### src/hw/rtl/mhw_pkg.sv
// Package with the constants, types and helper functions of the mixing hash block.
`default_nettype none

package mhw_pkg;

  localparam int unsigned RotA = 39;
  localparam int unsigned RotB = 23;

  localparam logic [63:0] MulH   = 64'd5451474691133734519;
  localparam logic [63:0] AddH   = 64'd14642105499382583659;
  localparam logic [63:0] MulW   = 64'd12494398421538346499;
  localparam logic [63:0] AddW   = 64'd11411494365777922193;
  localparam logic [63:0] MulOut = 64'd14028973624453214561;

  localparam int unsigned QueueDepth = 2;
  localparam int unsigned QueuePtrW  = (QueueDepth > 1) ? $clog2(QueueDepth) : 1;
  localparam int unsigned QueueCntW  = $clog2(QueueDepth + 1);

  localparam int unsigned AddrW = 4;

  typedef struct packed {
    logic [63:0] word;
    logic        first;
    logic        skip;
  } mhw_entry_t;

  typedef struct packed {
    logic full;
    logic empty;
  } mhw_q_status_t;

  typedef enum logic [2:0] {
    ST_IDLE,
    ST_MUL1,
    ST_SUM1,
    ST_MUL2,
    ST_FIN
  } mhw_state_e;

  function automatic logic [63:0] rotl_a(input logic [63:0] x);
    rotl_a = (x << RotA) | (x >> (64 - RotA));
  endfunction

  function automatic logic [63:0] rotl_b(input logic [63:0] x);
    rotl_b = (x << RotB) | (x >> (64 - RotB));
  endfunction

endpackage

`default_nettype wire

### src/hw/rtl/mhw_if.sv
// Stream interfaces for the word input and the hash output channels.
`default_nettype none

interface mhw_in_if;
  logic        valid;
  logic        ready;
  logic [63:0] data_word;
  logic [3:0]  byte_count;
  logic        first;

  modport source (output valid, output data_word, output byte_count, output first,
                  input ready);
  modport sink (input valid, input data_word, input byte_count, input first,
                output ready);
endinterface


`default_nettype wire

### src/hw/rtl/mhw_front.sv
// Front end: accepts word beats, masks the unused bytes and flags empty words.
`default_nettype none

module mhw_front
  import mhw_pkg::*;
(
  mhw_in_if.sink        in_i,
  input  mhw_q_status_t q_status_i,
  output logic          push_o,
  output mhw_entry_t    entry_o
);

  logic [63:0] masked;

  always_comb begin
    for (int i = 0; i < 8; i++) begin
      masked[8*i +: 8] = (4'(i) < in_i.byte_count) ? in_i.data_word[8*i +: 8] : 8'h00;
    end
  end

  assign in_i.ready    = !q_status_i.full;
  assign push_o        = in_i.valid && !q_status_i.full;
  assign entry_o.word  = masked;
  assign entry_o.first = in_i.first;
  assign entry_o.skip  = (in_i.byte_count == 4'd0);

endmodule

`default_nettype wire

### src/flat_wrapper.sv
// flat-port wrapper written by rule: the top's interface ports become plain ports
module mhw_front_flat import mhw_pkg::*;
  (q_status_i, push_o, entry_o, in_i_valid, in_i_data_word, in_i_byte_count, in_i_first, in_i_ready);
  mhw_in_if in_i_i ();
  input  mhw_q_status_t q_status_i;
  output logic push_o;
  output mhw_entry_t entry_o;
  input wire logic [$bits(in_i_i.valid)-1:0] in_i_valid;
  input wire logic [$bits(in_i_i.data_word)-1:0] in_i_data_word;
  input wire logic [$bits(in_i_i.byte_count)-1:0] in_i_byte_count;
  input wire logic [$bits(in_i_i.first)-1:0] in_i_first;
  output wire logic [$bits(in_i_i.ready)-1:0] in_i_ready;
  assign in_i_i.valid = in_i_valid;
  assign in_i_i.data_word = in_i_data_word;
  assign in_i_i.byte_count = in_i_byte_count;
  assign in_i_i.first = in_i_first;
  assign in_i_ready = in_i_i.ready;
  mhw_front u_core (.in_i(in_i_i), .q_status_i(q_status_i), .push_o(push_o), .entry_o(entry_o));
endmodule
### config.mk
export PLATFORM = sky130hd
export DESIGN_NAME = mhw_front_flat
export DESIGN_NICKNAME = d
export VERILOG_FILES = /design/src/hw/rtl/mhw_pkg.sv /design/src/hw/rtl/mhw_if.sv /design/src/hw/rtl/mhw_front.sv /design/src/flat_wrapper.sv
export SDC_FILE = /design/constraint.sdc
export NUM_CORES = 1
export LEC_CHECK = 0
export BUFFER_PORTS_ARGS = -buffer_cell sky130_fd_sc_hd__buf_2
export CAP_MARGIN = 20
export CELL_PAD_IN_SITES_DETAIL_PLACEMENT = 0
export CELL_PAD_IN_SITES_GLOBAL_PLACEMENT = 1
export CORE_ASPECT_RATIO = 1.4
export CORE_MARGIN = 2
export CORE_UTILIZATION = 10
export DETAILED_ROUTE_END_ITERATION = 8
export PLACE_DENSITY_LB_ADDON = 0.1
export REMOVE_ABC_BUFFERS = 1
export SYNTH_ARGS = -nofsm -noshare
export SYNTH_HDL_FRONTEND = slang
export SYNTH_SLANG_ARGS = --single-unit
export TNS_END_PERCENT = 5
### constraint.sdc
create_clock -name vclk -period 1.5
set_input_delay 0.45 -clock vclk [all_inputs]
set_output_delay 0.45 -clock vclk [all_outputs]
set_load 0.02 [all_outputs]
======== Word-level counts from Yosys, hierarchy flattened ========
Index checks and enable logic that the tools add are counted.
word-level totals
  flip-flop bits (word level) ............. 0
cells by class
  reductions and logical operators ........ 3
  multiplexer cells ....................... 8
  magnitude comparators ................... 8
operator list
  operator                                                             count
  8-bit two-way mux                                                    8
  3-bit by 4-bit < comparator with 1-bit output, first input constant  4
  1-bit by 4-bit < comparator with 1-bit output, first input constant  2
  2-bit by 4-bit < comparator with 1-bit output, first input constant  2
  4-bit logical NOT                                                    1
  1-bit logical AND                                                    1
  1-bit logical NOT                                                    1

======== Depth between registers and ports, before layout ========
  word-level depth ........................ 2
  depth in mapped cells ................... 3
  mapped depth without buffers ............ 2

======== Worst setup path after synthesis ========
No wires, ideal clock.
  kind .................................... input to output
  start point ............................. in in_i_byte_count[3]
  end point ............................... out entry_o[34] (netlist name)
  path buffers ............................ 1
  stages on the path ...................... 3
  path slack .............................. -0.230 ns
  data arrival time ....................... 1.280 ns
  path through ............................ clkbuf_1 inv_1 a21boi_0
RTL lines
  element             RTL line            source
  start: declaration  flat_wrapper.sv:10  input wire logic [$bits(in_i_i.byte_count)-1:0] in_i_byte_count;
  end: declaration    flat_wrapper.sv:7   output mhw_entry_t entry_o;

==> metrics.cfg <==
[run_status]
run_status=finished with violations
violations=setup timing

[detailed_routing]
wire_per_inst_um=9.740
avgViaCountPerCell=3.589
wl_um=2844
firstDrtPassIters=4
first_iter_violations=5
drc=0
vias=1048
ant_nets=0

[cells_and_area]
fillers=562
syn_to_final_growth_pct=218.8
nFlopsAndLatches=0
antenna_cells=0
regArea_um2=0
utilization_pct=32.50
layout.nets=300
drive_above_1_share_pct=75.66
nClkBuffers=0
instances_no_fill=292

[floorplanning]
rows=31
die_x_um=64.83
core_um2=5081
die_area_um2=5780
io_pins=140
start_util_pct=10.19
die_h_um=89.16

[timing]
fin_ws_ns=-0.2268
final_hold_viol_count=0
fmax_mhz=579.1
slew_violations=0
rsz0062_at_grt=true
min_period_ns=1.727
setup_viol=62
slew_headroom_pct=86.62
fin_tns_setup_ns=-8.418
tightest_slew_ns=0.1992
timing.final.crit_share_pct=115.1

[placed_design]
port_buffers=137
dp.cells=291
place_ws_ns=-0.3069
routabilityCongestion=0.6284
dpl.hpwl_um=2487

[critical_path]
critPathMaxFanout=9
crit_arrival_ns=1.28
critPathKind=primary input to primary output
cp-start-kind=primary input
cp-end-kind=primary output
critPathLaunch=in_i_byte_count[0]
crit_required_ns=1.05
crit_chain=buf_8 > buf_12 > nor4_4 > buf_6 > nor2b_1 > buf_4
cpPeakStageDelay_ns=0.25
crit_slowest_cell=nor4_4

[logic_synthesis]
syn-instance-count=76
yosys.cell_types.count=15
netlist_top_cells_area=nor2b_1 41%, and2b_2 14%, a21boi_0 12%
ys_seq_area_share_pct=0
syn-cell-area_um2=518.0
avgSynthCellArea_um2=6.816
yosys.area.top_type=nor2b_1
yosysTopAreaCellShare_pct=41.06
ys_warn_count=0

[global_route]
grt.total_usage_pct=7.779
grt_overflow=0
grt_max_degree=10
grt_pass1_vias=813
grt_antenna_before_repair=0
grt_pass1_wl_um=3712

[pwr]
p_leak_nw=0.9360
p_comb_share_pct=100.0
pwr-share-clk_pct=0
p_seq_share_pct=0
sw_frac_of_total_pct=49.26
p_int_mw=0.2929
switching_power_mw=0.2844
power_density_nw_per_um2=349.6
total_power_mw=0.5774
peakVddDrop_v=0.00009131

[hold_path]
hold_start=in_i_first
min_path_type=primary input to primary output

[run]
maxCapViolCount=0

[clock_network]
holdBufCountCts=0

[logic make-up after synthesis]
kind of cell | after synthesis | synth area share (%)
and+or+nand+nor | 60 | 80.19
AOI/OAI and AO/OA | 12 | 16.18
buffers and inverters | 4 | 3.624
[area by class of cell]
type | count | area [um^2] | area share (%)
repair buffers | 152 | 996.0 | 60.30
inverters | 2 | 7.507 | 0.4545
well taps | 66 | 82.58 | 5.000
multi-input cells | 72 | 565.5 | 34.24
[placed cells by master, fill, tap and decap left out, types with 2 or more instances in the layout]
cell type	netlist	routed
nor2b_4	0	2
and2_1	8	5
inv_1	2	2
buf_6	0	16
buf_12	0	3
buf_4	1	20
buf_8	0	4
and2b_1	7	7
nor2b_1	34	32
and2b_2	8	8
buf_2	0	109
a21boi_0	8	5
a21boi_1	0	3
and2_4	0	3
[synth_stat cells (2+ instances only)]
| cell type | number |
|---|---|
| nor2b_1 | 34 |
| inv_1 | 2 |
| a21boi_0 | 8 |
| and2_1 | 8 |
| and2b_1 | 7 |
| and2b_2 | 8 |
[what timing repair did]
action / in CTS / in global routing
setup buffers: 0 / 1
resized for setup: 23 / 55
endpoints found under the setup margin: 58 / 62
pin swaps: 2 / 3
[per-stage QoR]
stage	hold slack, ns	area [um^2]
floorplan	0.9000	506.7
global placement	0.9001	1393
detailed placement	0.9001	1393
CTS	0.9001	1453
global route	0.9001	1652
finish	0.9000	1652
[layer usage]
metal	track usage, %	vias up	share of wire [%]
met5	0	-	0
met2	17.15	84	54
met3	0.7557	0	13
met1	8.133	422	33
li1	-	542	-
met4	0	0	0
[power groups by stage]
stage / Sequential (mW) / Clock, mW / Combinational [mW]
after floorplan: 0 / 0 / 0.251
after global placement: 0 / 0 / 0.495
after detailed placement: 0 / 0 / 0.492
after CTS: 0 / 0 / 0.514
after global routing: 0 / 0 / 0.620
final: 0 / 0 / 0.577
[final timing paths]
| path | slack, ns | depth (start not counted) | to |
|---|---|---|---|
| worst min-delay path | 0.90 | 0 | entry_o[1] |
| worst max-delay path | -0.23 | 6 | entry_o[4] |
[worst max-delay path, delay by kind of cell]
kind | cells | cell delay (ns)
buffers and inverters | 4 | 0.53
and+or+nand+nor | 2 | 0.30
No activity file was read; power rests on OpenSTA's default activity.
