`src/hw/rtl/mhw_pkg.sv`:
```
// Package with the constants, types and helper functions of the mixing hash block.
`default_nettype none

package mhw_pkg;

  localparam int unsigned RotA = 39;
  localparam int unsigned RotB = 23;

  localparam logic [63:0] MulH   = 64'd5451474691133734519;
  localparam logic [63:0] AddH   = 64'd14642105499382583659;
  localparam logic [63:0] MulW   = 64'd12494398421538346499;
  localparam logic [63:0] AddW   = 64'd11411494365777922193;
  localparam logic [63:0] MulOut = 64'd14028973624453214561;

  localparam int unsigned QueueDepth = 2;
  localparam int unsigned QueuePtrW  = (QueueDepth > 1) ? $clog2(QueueDepth) : 1;
  localparam int unsigned QueueCntW  = $clog2(QueueDepth + 1);

  localparam int unsigned AddrW = 4;

  typedef struct packed {
    logic [63:0] word;
    logic        first;
    logic        skip;
  } mhw_entry_t;

  typedef struct packed {
    logic full;
    logic empty;
  } mhw_q_status_t;

  typedef enum logic [2:0] {
    ST_IDLE,
    ST_MUL1,
    ST_SUM1,
    ST_MUL2,
    ST_FIN
  } mhw_state_e;

  function automatic logic [63:0] rotl_a(input logic [63:0] x);
    rotl_a = (x << RotA) | (x >> (64 - RotA));
  endfunction

  function automatic logic [63:0] rotl_b(input logic [63:0] x);
    rotl_b = (x << RotB) | (x >> (64 - RotB));
  endfunction

endpackage

`default_nettype wire

```
`src/hw/rtl/mhw_fifo.sv`:
```
// Short queue of classified words between the front end and the hash engine.
`default_nettype none

module mhw_fifo
  import mhw_pkg::*;
(
  input  logic          clk_i,
  input  logic          rst_ni,
  input  logic          push_i,
  input  mhw_entry_t    entry_i,
  input  logic          pop_i,
  output mhw_entry_t    entry_o,
  output mhw_q_status_t status_o
);

  mhw_entry_t           mem_q [QueueDepth];
  logic [QueuePtrW-1:0] wptr_q, wptr_d;
  logic [QueuePtrW-1:0] rptr_q, rptr_d;
  logic [QueueCntW-1:0] cnt_q, cnt_d;

  function automatic logic [QueuePtrW-1:0] next_ptr(input logic [QueuePtrW-1:0] p);
    next_ptr = (p == QueuePtrW'(QueueDepth - 1)) ? '0 : p + QueuePtrW'(1);
  endfunction

  always_comb begin
    wptr_d = push_i ? next_ptr(wptr_q) : wptr_q;
    rptr_d = pop_i ? next_ptr(rptr_q) : rptr_q;
    cnt_d  = cnt_q;
    if (push_i && !pop_i) begin
      cnt_d = cnt_q + QueueCntW'(1);
    end else if (pop_i && !push_i) begin
      cnt_d = cnt_q - QueueCntW'(1);
    end
  end

  always_ff @(posedge clk_i or negedge rst_ni) begin
    if (!rst_ni) begin
      wptr_q <= '0;
      rptr_q <= '0;
      cnt_q  <= '0;
    end else begin
      wptr_q <= wptr_d;
      rptr_q <= rptr_d;
      cnt_q  <= cnt_d;
    end
  end

  always_ff @(posedge clk_i) begin
    if (push_i) begin
      mem_q[wptr_q] <= entry_i;
    end
  end

  assign entry_o        = mem_q[rptr_q];
  assign status_o.full  = (cnt_q == QueueCntW'(QueueDepth));
  assign status_o.empty = (cnt_q == '0);

endmodule

`default_nettype wire

```
`config.mk`:
```
export PLATFORM = sky130hd
export DESIGN_NAME = mhw_fifo
export DESIGN_NICKNAME = d
export VERILOG_FILES = /design/src/hw/rtl/mhw_pkg.sv /design/src/hw/rtl/mhw_fifo.sv
export SDC_FILE = /design/constraint.sdc
export NUM_CORES = 1
export LEC_CHECK = 0
export BUFFER_PORTS_ARGS = -buffer_cell sky130_fd_sc_hd__buf_4
export CAP_MARGIN = 20
export CORE_MARGIN = 3
export CORE_UTILIZATION = 38
export CTS_CLUSTER_SIZE = 24
export DETAILED_ROUTE_END_ITERATION = 8
export GPL_TIMING_DRIVEN = 0
export HOLD_SLACK_MARGIN = 0.08
export PLACE_DENSITY_LB_ADDON = 0.15
export SETUP_SLACK_MARGIN = 0.5
export SYNTH_ARGS = -nofsm -noshare
export SYNTH_HDL_FRONTEND = slang
export SYNTH_SLANG_ARGS = --single-unit
```
`constraint.sdc`:
```
create_clock -name clk_i -period 5.4 [get_ports clk_i]
set_clock_uncertainty 0.1 [all_clocks]
set_input_delay 1.08 -clock clk_i [delete_from_list [all_inputs] [get_ports clk_i]]
set_output_delay 1.08 -clock clk_i [all_outputs]
set_load 0.02 [all_outputs]
```
Word-level counts from Yosys, hierarchy flattened

Memory sizes are Yosys's and may differ from the RTL's.
Index checks and enable logic that the tools add are counted.

Word-level logic and storage cells: 21
RAM bits: 132
Output and inout bits: 68
Input port bits: 70
Memories: 1
Register bits after elaboration: 4

Eq/ne operators: 1
Mux-type cells: 6
Add/sub/neg operators: 4
Reduce and logical (&&, ||, !) cells: 6

Memories:

| memory | words | bits a word | rd ports | clocked after memory_dff | write ports | line           | RTL |
|---|---|---|---|---|---|---|---|
| mem_q  | 2     | 66          | 1        | 0                        | 1           | mhw_fifo.sv:16 | `mhw_entry_t mem_q [QueueDepth];` |

Operator list:

| kind                                             | number |
|---|---|
| two-way mux 1 bit                                | 4 |
| two-way mux 2 bit                                | 2 |
| adder 1 bit, second input constant               | 2 |
| adder 2 x 1 -> 2 bit, second input constant      | 1 |
| equality test 2 bit, second input constant       | 1 |
| logical AND 1 bit                                | 2 |
| zero test 1 bit                                  | 2 |
| zero test 2 bit                                  | 1 |
| nonzero test 2 bit                               | 1 |
| subtractor 2 x 1 -> 2 bit, second input constant | 1 |

Longest topological paths before layout

Depth in word-level cells: 4
Gate-level depth with buffers: 5
Gate-level depth less buffers: 5

Worst setup path after synthesis

OpenSTA, ideal clock, no wires.

Path type: input to register
From: input port push_i
To: memory mem_q[0][0] in the netlist's numbering, enable pin
Arrival time: 3980 ps
Path buffers: 0
Stages on the path: 1
Required time: 4802 ps
Library setup time: 498 ps
Path slack: 822 ps
Path through: nor2b_1

Longest elaborated chain between the ends: 2

Ends and longest elaborated chain:

| item                                    | line           | RTL |
|---|---|---|
| from (decl)                             | mhw_fifo.sv:9  | `input logic push_i,` |
| two-way mux 1 bit                       | mhw_fifo.sv:49 | `if (push_i) begin` |
| two-way mux 1 bit (not written as such) | mhw_fifo.sv:50 | `mem_q[wptr_q] <= entry_i;` |
| to (decl)                               | mhw_fifo.sv:16 |  |

Every way passes these cells.

==> implementation parameters <==
Parameter                              Value

Outcome
  Run status    finished, final reports clean

Synthesis
  Share of async-settable or async-resettable flops after synthesis    under 10%
  Sequential-to-total area share from yosys stat    approximately 80%
  Arithmetic-cell share of the synthesized area counting full adders, half adders and majority gates    less than 1%
  Share of synthesized area spent on multiplexers    about 17%
  EDFF count, synth    between 100 and 150
  Synth Net Count    between 200 and 300
  Distinct cell type count of the synthesized netlist    14
  Cell area after synthesis    approximately 0.005 sq mm
  Most common cell in the netlist    sky130_fd_sc_hd__edfxtp_1
  Compound-Gate Fraction of Synth Area    0%
  Share of the synthesized area in the top cell type    78.3%
  Most area-hungry cell type in the Yosys netlist    sky130_fd_sc_hd__edfxtp_1
  Main combinational cell family by area after synthesis    multiplexers
  Leading register cell type out of synthesis    sky130_fd_sc_hd__edfxtp_1
  Yosys reg bits    136
  Mean Syn Cell Area    22.9 sq um
  Most area-consuming cells after synthesis    sky130_fd_sc_hd__edfxtp_1 (78%), sky130_fd_sc_hd__mux2_4 (8.9%), sky130_fd_sc_hd__mux2_2 (8.0%)
  Parity-gate share of the synthesized area counting xor and xnor cells    0.865%
  Synth top cells by count    sky130_fd_sc_hd__edfxtp_1 (132), sky130_fd_sc_hd__mux2_2 (36), sky130_fd_sc_hd__mux2_4 (30), sky130_fd_sc_hd__dfrtp_1 (4), sky130_fd_sc_hd__xor2_1 (4)
  Area fraction in and, or, nand and nor cells after synthesis    less than 1%
  Number of instances in the synthesized netlist    221
  Number of warnings printed during yosys synthesis    0

Drt
  Iteration-0 DRC Markers    ~120
  Wire length per cell after detailed routing    about 16 um
  Number of vias in the routed layout    approximately 2500
  Antenna violation net count after detailed routing    0
  Post-detailed-routing wire length    between 8 and 9 mm
  Post-DR vias/cell    roughly 4.5
  Number of optimization iterations in the first detailed-route pass    4
  Remaining routing DRC violations    0

Place
  Final HPWL from detailed placement    around 5.9 mm
  Weighted congestion reported at the end of routability-driven placement    0.708
  Number of I/O port buffers    between 100 and 150

Floorplanning
  Floorplan Core Area    about 0.013 sq mm
  Num ports    roughly 140
  Total Die Area    between 0.01 and 0.015 sq mm
  Initial cell density of the core    approximately two fifths
  Width of the chip    ~120 um
  Row cnt    just over 40
  Vertical die dimension    between 100 and 150 um

Power and ir drop
  Internal    roughly 2.7 mW
  Sequential cell fraction of total power    between 30% and 40%
  Fraction of power spent switching nets    29.4%
  Part of the power in combinational logic    a little over a third
  PD cells    about 550 mW/mm^2
  Leakage power summed over all cells    around 2.7 nW
  Switching power summed over all nets    1.13 mW
  Portion of total power attributed to the clock network    between 20 and 30%
  Max rail drop VDD    approximately 0.27 mV

Global route
  Maximum number of pins on one net before global-route repair    41
  Vias in the first global route    2686
  Total routing usage reported by global routing    about an eighth
  Wire length of the first global-routing pass    approximately 14 mm
  Total congestion overflow after global routing    0
  Number of antenna violations at the first check in global routing    0

Timing
  Hold_ws    0.360 ns
  Final setup violation count    0
  Post-layout minimum cycle time    ~2.9 ns
  Max Clk Rate    between 300 and 400 MHz
  Final hold violations    0
  Worst rel slew slack    a little under three fifths
  Setup repair after global routing missed its margin    no
  Crit share post-route    between 50% and 60%
  Worst slew pin tran    0.648 ns
  Max-slew violation count    0

Clock network
  H-tree lvl count    4
  CTS root buf    sky130_fd_sc_hd__clkbuf_16
  Clock tree from TritonCTS    done
  Hold-fix buffers, CTS    0
  Number of buffers on the longest clock path    2
  Clock insertion delay at the later pin of the skew report    0.40 ns
  Reg clk slew, reported paths    approximately 0.05 ns
  Total clock buffers created by CTS    17
  Number of clock sinks seen by CTS    between 100 and 150
  Post_cts resized    0
  Post-CTS Setup Inserts    0

Finish
  Total number of nets in the final design    approximately 450
  Antenna fix cells    0
  Area taken by flip-flops and latches    about 0.004 sq mm
  Final core utilization    ~54%
  Area overhead of the layout relative to synthesis    36.8%
  Fraction of layout instances using a drive strength above 1    between 60% and 70%
  Multi-input gate area in the final layout    ~950 sq um
  Number of fill cells in the layout    approximately 1100

Setup path
  Type of origin of the critical path    flop
  CP endpoint kind    output pin
  Crit path required time    4.22 ns
  Arr. time, crit path    1.72 ns
  Start-to-end type of the worst setup path    reg -> out
  Maximum fanout count along the critical path    10

Job
  Max-cap check violation count    0

Worst hold path
  Classification of the worst-slack hold path    in -> async
-- metal layers --
layer  vias up  wire length [um]  GRT usage (%)
met5         -                 0              0
met2       101              4320           19.4
met1      1227              3530           14.4
li1       1190                 -              -
met3        18               835           6.20
met4         0               182           6.51
-- power by group through the flow --
stage	clock network (mW)	logic, mW	registers [mW]
2_1_floorplan	0	0.842	1.48
3_3_place_gp	0	1.32	1.50
3_5_place_dp	0	1.36	1.48
4_1_cts	1.08	1.37	1.46
5_1_grt	1.13	1.42	1.48
6_report	1.05	1.33	1.46
-- worst paths after layout --
path | cells after the start | slack, ns | end | from
min reg2reg | 1 | 0.39 | cnt_q[1] | cnt_q[1]
min | 1 | 0.36 | rptr_q | rst_ni
max | 4 | 2.50 | entry_o[15] | rptr_q
max in group asynchronous | 1 | 4.74 | wptr_q | rst_ni
max reg2reg | 2 | 3.73 | mem_q[0][32] | wptr_q
min in group clk_i | 1 | 0.39 | cnt_q[1] | cnt_q[1]
-- placed cells by master (no fill, tap or decap), types with 2 or more instances in the layout --
master | netlist | layout
sky130_fd_sc_hd__buf_4 | 1 | 138
sky130_fd_sc_hd__edfxtp_1 | 132 | 132
sky130_fd_sc_hd__mux2_2 | 36 | 36
sky130_fd_sc_hd__mux2_4 | 30 | 30
sky130_fd_sc_hd__clkbuf_16 | 0 | 17
sky130_fd_sc_hd__clkinv_1 | 0 | 6
sky130_fd_sc_hd__xor2_1 | 4 | 4
sky130_fd_sc_hd__dfrtp_1 | 4 | 4
sky130_fd_sc_hd__buf_2 | 3 | 3
sky130_fd_sc_hd__buf_6 | 3 | 3
sky130_fd_sc_hd__clkinv_2 | 0 | 3
sky130_fd_sc_hd__nor2_1 | 2 | 2
sky130_fd_sc_hd__bufinv_16 | 0 | 2
sky130_fd_sc_hd__clkinvlp_4 | 0 | 2
sky130_fd_sc_hd__buf_12 | 0 | 2
-- sequential cells by signal, summed over array words and instances, names as in the netlist --
register,count
mem_q,132
cnt_q,2
rptr_q,1
wptr_q,1
-- metrics by stage --
step | power, mW | std cells | setup TNS, ns | setup slack, ns | cell area (sq um)
detailed placement | 2.84 | 533 | 0 | 2.89 | 6380
global placement | 2.82 | 530 | -84.05 | -1.28 | 6310
CTS | 3.91 | 564 | 0 | 2.44 | 6930
finish | 3.84 | 564 | 0 | 2.50 | 6930
global route | 4.03 | 564 | 0 | 2.38 | 6930
floorplan | 2.32 | 221 | 0 | 0.822 | 5060
-- layout make-up --
type	instances	share of cell area, %
Clock inverter	13	1.63
Inverter	1	0.0542
Tap cell	172	3.11
Multi-Input combinational cell	77	13.7
Sequential cell	136	58.7
Clock buffer	18	6.20
Buffer	7	0.813
Timing Repair Buffer	140	15.8
-- kinds of logic (layout without fill, tap and decap cells) --
group	count (synthesis)	after routing
DFF	136	136
buffers and inverters	8	179
adders and majority gates	1	1
muxes	66	66
xor gates and xnor gates	5	5
and+or+nand+nor	5	5
-- critical path, stage by stage (launching register included) --
cell,delay [ns]
sky130_fd_sc_hd__dfrtp_1,0.40
sky130_fd_sc_hd__buf_4,0.23
sky130_fd_sc_hd__buf_6,0.20
sky130_fd_sc_hd__mux2_4,0.32
sky130_fd_sc_hd__buf_4,0.16
Note: power is estimated with default switching activity, not from simulation.
